$ cat config.mk
export PLATFORM = sky130hd
export DESIGN_NAME = insertion_sorter
export DESIGN_NICKNAME = d
export VERILOG_FILES = /design/src/design/insort_pkg.sv /design/src/design/insort_cell.sv /design/src/design/insort_ctrl.sv /design/src/design/insertion_sorter.sv
export SDC_FILE = /design/constraint.sdc
export NUM_CORES = 2
export LEC_CHECK = 0
export BUFFER_PORTS_ARGS = -buffer_cell sky130_fd_sc_hd__buf_2
export CORE_MARGIN = 2
export CORE_UTILIZATION = 45
export DETAILED_ROUTE_END_ITERATION = 7
export PLACE_DENSITY_LB_ADDON = 0.12
export SYNTH_ARGS = -nofsm -noshare
export SYNTH_HDL_FRONTEND = slang
export SYNTH_HIERARCHICAL = 1
export SYNTH_SLANG_ARGS = --single-unit
export TNS_END_PERCENT = 50
$ cat constraint.sdc
create_clock -name clk_i -period 9.2 [get_ports clk_i]
set_clock_uncertainty 0.2 [all_clocks]
set_input_delay 0 -clock clk_i [delete_from_list [all_inputs] [get_ports clk_i]]
set_output_delay 0 -clock clk_i [all_outputs]
set_load 0.05 [all_outputs]
$ cat src/design/insort_pkg.sv
// Shared types and constants for the insertion sorter.
package insort_pkg;

  // Width of one data word.
  localparam int unsigned DataW = 32;

  // Default number of cells in the sorting chain.
  localparam int unsigned MaxElementsDef = 16;

  // Controller phases: collecting a set, then draining it.
  typedef enum logic {
    StFill,
    StDrain
  } state_e;

  // Per-cell control, built by the top level from the fill count.
  typedef struct packed {
    logic ins;       // a new key is being inserted this cycle
    logic shift;     // the chain moves one place toward cell zero
    logic occupied;  // this cell holds a word of the current set
    logic tail;      // this cell is the first free one
  } cell_ctrl_t;

endpackage

$ cat src/design/insort_cell.sv
// One cell of the systolic sorting chain: holds one word of the sorted set.
module insort_cell (
  input  logic                                 clk_i,
  input  insort_pkg::cell_ctrl_t               ctrl_i,
  input  logic signed [insort_pkg::DataW-1:0]  key_i,
  input  logic signed [insort_pkg::DataW-1:0]  left_value_i,
  input  logic                                 left_gt_i,
  input  logic signed [insort_pkg::DataW-1:0]  right_value_i,
  output logic signed [insort_pkg::DataW-1:0]  value_o,
  output logic                                 gt_o
);
  import insort_pkg::*;

  logic signed [DataW-1:0] value_q, value_d;

  // A stored word strictly larger than the key has to move up one place.
  assign gt_o    = ctrl_i.occupied && (value_q > key_i);
  assign value_o = value_q;

  // Insert: take the left neighbor's word if it moves up too, else the key.
  // Drain: take the right neighbor's word.
  always_comb begin
    value_d = value_q;
    if (ctrl_i.ins && (gt_o || ctrl_i.tail)) begin
      value_d = left_gt_i ? left_value_i : key_i;
    end else if (ctrl_i.shift) begin
      value_d = right_value_i;
    end
  end

  always_ff @(posedge clk_i) begin
    value_q <= value_d;
  end

endmodule

$ cat src/design/insort_ctrl.sv
// Controller of the insertion sorter: fill count, drop flag and handshakes.
module insort_ctrl #(
  parameter int unsigned MaxElements = insort_pkg::MaxElementsDef,
  parameter int unsigned CntW        = $clog2(MaxElements + 1)
) (
  input  logic            clk_i,
  input  logic            rst_ni,
  input  logic            in_valid_i,
  input  logic            last_i,
  output logic            in_ready_o,
  output logic            out_valid_o,
  input  logic            out_ready_i,
  output logic            last_res_o,
  output logic            overflow_o,
  output logic            ins_o,
  output logic            shift_o,
  output logic [CntW-1:0] fill_o
);
  import insort_pkg::*;

  localparam logic [CntW-1:0] FullCnt = CntW'(MaxElements);
  localparam logic [CntW-1:0] OneCnt  = CntW'(1);

  state_e          state_q, state_d;
  logic [CntW-1:0] fill_q, fill_d;
  logic            dropped_q, dropped_d;
  logic            in_acc, out_acc, full;

  assign full    = (fill_q == FullCnt);
  assign in_acc  = in_valid_i && in_ready_o;
  assign out_acc = out_valid_o && out_ready_i;

  // Next state.
  always_comb begin
    state_d = state_q;
    unique case (state_q)
      StFill:  if (in_acc && last_i) state_d = StDrain;
      StDrain: if (out_acc && (fill_q == OneCnt)) state_d = StFill;
      default: state_d = StFill;
    endcase
  end

  // Handshake and chain control outputs.
  always_comb begin
    in_ready_o  = 1'b0;
    out_valid_o = 1'b0;
    unique case (state_q)
      StFill:  in_ready_o  = 1'b1;
      StDrain: out_valid_o = 1'b1;
      default: in_ready_o  = 1'b0;
    endcase
  end

  assign ins_o      = in_acc && !full;
  assign shift_o    = out_acc;
  assign last_res_o = (fill_q == OneCnt);
  assign overflow_o = dropped_q;
  assign fill_o     = fill_q;

  // Fill count and drop flag.
  always_comb begin
    fill_d    = fill_q;
    dropped_d = dropped_q;
    if (ins_o) begin
      fill_d = fill_q + OneCnt;
    end else if (in_acc) begin
      dropped_d = 1'b1;
    end
    if (out_acc) begin
      fill_d = fill_q - OneCnt;
      if (fill_q == OneCnt) begin
        dropped_d = 1'b0;
      end
    end
  end

  always_ff @(posedge clk_i or negedge rst_ni) begin
    if (!rst_ni) begin
      state_q   <= StFill;
      fill_q    <= '0;
      dropped_q <= 1'b0;
    end else begin
      state_q   <= state_d;
      fill_q    <= fill_d;
      dropped_q <= dropped_d;
    end
  end

  // The fill count never passes the chain length.
  assert property (@(posedge clk_i) disable iff (!rst_ni) fill_q <= FullCnt)
    else $error("fill count beyond chain length");

  // A set being drained always has at least one word left.
  assert property (@(posedge clk_i) disable iff (!rst_ni)
    (state_q == StDrain) |-> (fill_q != '0))
    else $error("drain with empty chain");

  // After the final word leaves, the chain is empty and the flag is clear.
  assert property (@(posedge clk_i) disable iff (!rst_ni)
    (out_acc && last_res_o) |=> (fill_q == '0 && !dropped_q && state_q == StFill))
    else $error("set did not end cleanly");

  // A word arriving at a full chain raises the drop flag.
  assert property (@(posedge clk_i) disable iff (!rst_ni)
    (in_acc && full) |=> dropped_q)
    else $error("drop not flagged");

endmodule

$ cat src/design/insertion_sorter.sv
// Insertion sorter top level: chain of compare-and-shift cells plus controller.
//
// The input channel (in_valid_i/in_ready_o) takes one signed word per cycle,
// value_i, with last_i marking the final word of a set. Every cell compares
// its stored word with the incoming key at once, and all words strictly
// larger than the key move up one cell, so equal words keep arrival order.
// Words arriving when all MaxElements cells are full are dropped and overflow_o
// is raised on every result of that set. After the last word is accepted the
// block drains: the output channel (out_valid_o/out_ready_i) presents the set
// in ascending order starting the next cycle, one word per cycle while
// out_ready_i is high, with last_res_o on the final one. The chain shifts
// toward cell zero each time a word is taken. In_ready_o is low while
// draining. A stalled receiver simply holds the chain and the current word.
// Reset empties the chain and clears the drop flag; stored words need no
// clearing since only filled cells are ever read.
module insertion_sorter #(
  parameter int unsigned MaxElements = insort_pkg::MaxElementsDef
) (
  input  logic                                 clk_i,
  input  logic                                 rst_ni,
  input  logic                                 in_valid_i,
  output logic                                 in_ready_o,
  input  logic signed [insort_pkg::DataW-1:0]  value_i,
  input  logic                                 last_i,
  output logic                                 out_valid_o,
  input  logic                                 out_ready_i,
  output logic signed [insort_pkg::DataW-1:0]  sorted_value_o,
  output logic                                 last_res_o,
  output logic                                 overflow_o
);
  import insort_pkg::*;

  localparam int unsigned CntW = $clog2(MaxElements + 1);

  logic                    ins, shift;
  logic [CntW-1:0]         fill;
  logic signed [DataW-1:0] cell_value [MaxElements];
  logic                    cell_gt    [MaxElements];

  insort_ctrl #(
    .MaxElements(MaxElements),
    .CntW       (CntW)
  ) u_ctrl (
    .clk_i      (clk_i),
    .rst_ni     (rst_ni),
    .in_valid_i (in_valid_i),
    .last_i     (last_i),
    .in_ready_o (in_ready_o),
    .out_valid_o(out_valid_o),
    .out_ready_i(out_ready_i),
    .last_res_o (last_res_o),
    .overflow_o (overflow_o),
    .ins_o      (ins),
    .shift_o    (shift),
    .fill_o     (fill)
  );

  // Row of cells; each sees its left and right neighbor.
  for (genvar i = 0; i < MaxElements; i++) begin : g_cell
    logic signed [DataW-1:0] left_value, right_value;
    logic                    left_gt;
    cell_ctrl_t              ctrl;

    // Cell control derived from the fill count.
    always_comb begin
      ctrl.ins      = ins;
      ctrl.shift    = shift;
      ctrl.occupied = (CntW'(i) < fill);
      ctrl.tail     = (CntW'(i) == fill);
    end

    if (i == 0) begin : g_first
      assign left_value = value_i;
      assign left_gt    = 1'b0;
    end else begin : g_inner
      assign left_value = cell_value[i-1];
      assign left_gt    = cell_gt[i-1];
    end

    if (i == MaxElements - 1) begin : g_last
      assign right_value = cell_value[i];
    end else begin : g_body
      assign right_value = cell_value[i+1];
    end

    insort_cell u_cell (
      .clk_i        (clk_i),
      .ctrl_i       (ctrl),
      .key_i        (value_i),
      .left_value_i (left_value),
      .left_gt_i    (left_gt),
      .right_value_i(right_value),
      .value_o      (cell_value[i]),
      .gt_o         (cell_gt[i])
    );
  end

  // The smallest remaining word always sits in cell zero.
  assign sorted_value_o = cell_value[0];

endmodule

==> results.yml <==
global_routing:
  met2_usage_pct: 34.5
  grt_use_met3_pct: 2.22
  grt_max_degree: 64
  use_met1_pct: 28.2
  antenna_found_initial: 1
  grt_pass1_vias: 30500
  grt_pass1_wl_um: 165000
  grt-busiest-layer: "met2"
  grt_overflow_total: 0
  grt_util_all_layers_pct: 20.7
clocking:
  ctsHtreeMaxLevel: 3
  root_buffer: "clkbuf_16"
  cts.path.max_buffers: 3
  cts_tree: "built"
  clkSlewWorstSetupHoldPaths_ns: 0.06
  cts.sinks: 519
  post_cts_buffers: 0
  clock_latency_ns: 0.61
  numCtsBuffers: 69
  postCtsResizedCells: 0
placed_design:
  place_congestion: 0.813
  dpl_worst_slack_ns: 4.69
  dpl.cell_count: 5471
  portBuffers: 72
  dp_hpwl_um: 81600
  place_area_sq_um: 45000
detailed_routing:
  drc: 0
  drtIter0Drc: 1960
  antenna_left: 0
  vias_per_cell: 5.36
  vias: 30000
  routed_wl_um: 103000
  first_pass_iters: 5
  wl_per_cell_um: 18.5
finish:
  final_nets: 4826
  drive_above_1_share_pct: 19.0
  final_util_pct: 49.0
  diodes: 0
  area_delta_synth_final_pct: 8.23
  fin_cells: 5599
  design_area_sq_um: 47200
critical_path:
  worstSetupPathType: "reg2reg"
  crit_path_max_fanout: 33
  endpoint_kind: "register"
  critPathLaunchType: "register"
  cp.arrival_ns: 4.56
  required_ns: 9.35
logic_synthesis:
  syn_inst: 4251
  ys_warn_count: 6
  synthesis.area_sq_um: 43600
  avgSynthCellArea_sq_um: 10.3
  synth_nets: 4803
worst_hold_path:
  hp-class: "in2reg"
pwr:
  total_power_mw: 15.6
  ir_worst_vdd_v: 0.000178
  p_per_area_nw_per_um2: 329
  p_leak_nw: 21.6
sta:
  period_share_pct: 47.9
  fin_hold_ws_ns: 0.0824
  final-hold-violation-count: 0
  maxSlewHeadroom_pct: 41.3
  max_slew.worst_pin.slew_ns: 0.880
  rsz0062_at_grt: "no"
  fin_crit_ns: 4.41
  fin_ws_ns: 4.79
  final.setup.tns_ns: 0
  fmax_ghz: 0.227
  finalSetupViolations: 0
  drv_slew: 0
run_status:
  outcome: "finished, final reports clean"
run:
  cap_violations: 0
floorplanning:
  core.rowCount: 114
  die_w_um: 315
  dieArea_sq_um: 99400
  die_h_um: 315
  io_pins: 73
  core_sq_um: 96400
  start_util_pct: 45.2
## cell type report
cell class	instances	area, sq um
sequential	519	15500
clock buffer	92	1920
clock inverter	28	166
inverter	518	1940
multi-input combinational	3050	25300
timing repair buffer	116	711
fill	8986	49200
tap	1276	1600
## state kept, by name, summed over array words and instances, names as in the netlist
register	flops
u_ctrl/state_q	1
g_cell.u_cell/value_o	512
u_ctrl/fill_o	5
u_ctrl/overflow_o	1
## per-layer routing
metal	part of all wire, %	routed length, um	vias to the layer above
met5	0	0	-
met4	2.9	2960	0
met3	3.3	3370	158
met2	45	46900	492
met1	49	50200	13900
li1	-	-	15500
## power breakdown
group	switching, mW	internal [mW]	leakage, nW
Sequential	0.831	4.13	5.03
Combinational	4.59	3.45	15.6
Clock	1.05	1.51	1.02
Total	6.47	9.08	21.6
## critical path: stages, from the launching register on
cell and delay (ns):
edfxtp_1 0.43, ha_1 0.35, a21oi_1 0.18, nor2_1 0.05
a211oi_1 0.48, o211ai_1 0.29, o21ba_2 0.34, o21ai_0 0.13
a21oi_4 0.62, buf_4 0.43, mux2_2 0.37, mux2_1 0.28
## layout by cell type (no fill, tap or decap), types with 73 or more instances in the layout
cell / n
o21ai_0: 545
ha_1: 515
nand4_1: 96
clkbuf_16: 73
edfxtp_1: 512
nand2_1: 588
inv_1: 518
mux2_4: 480
nand3_1: 81
a21oi_1: 214
## timing repair
action	4_1_cts	5_1_grt
setup endpoints to repair	0	0
hold endpoints to repair	14	0
hold buffers	8	0
## worst paths after layout
kind | start | end | slack [ns] | cells past startpoint
worst max-delay path | g_cell[14].u_cell/value_o[25] | g_cell[15].u_cell/value_o[0] | 4.79 | 11
worst min-delay path | value_i[12] | g_cell[0].u_cell/value_o[12] | 0.08 | 4
worst max register to register | g_cell[14].u_cell/value_o[25] | g_cell[15].u_cell/value_o[0] | 4.79 | 11
worst min register to register | u_ctrl/overflow_o | u_ctrl/overflow_o | 0.34 | 2
max in group asynchronous | rst_ni | u_ctrl/fill_o[1] | 8.39 | 3
min in group asynchronous | rst_ni | u_ctrl/state_q | 0.16 | 3
Note: power is estimated with default switching activity, not from simulation.
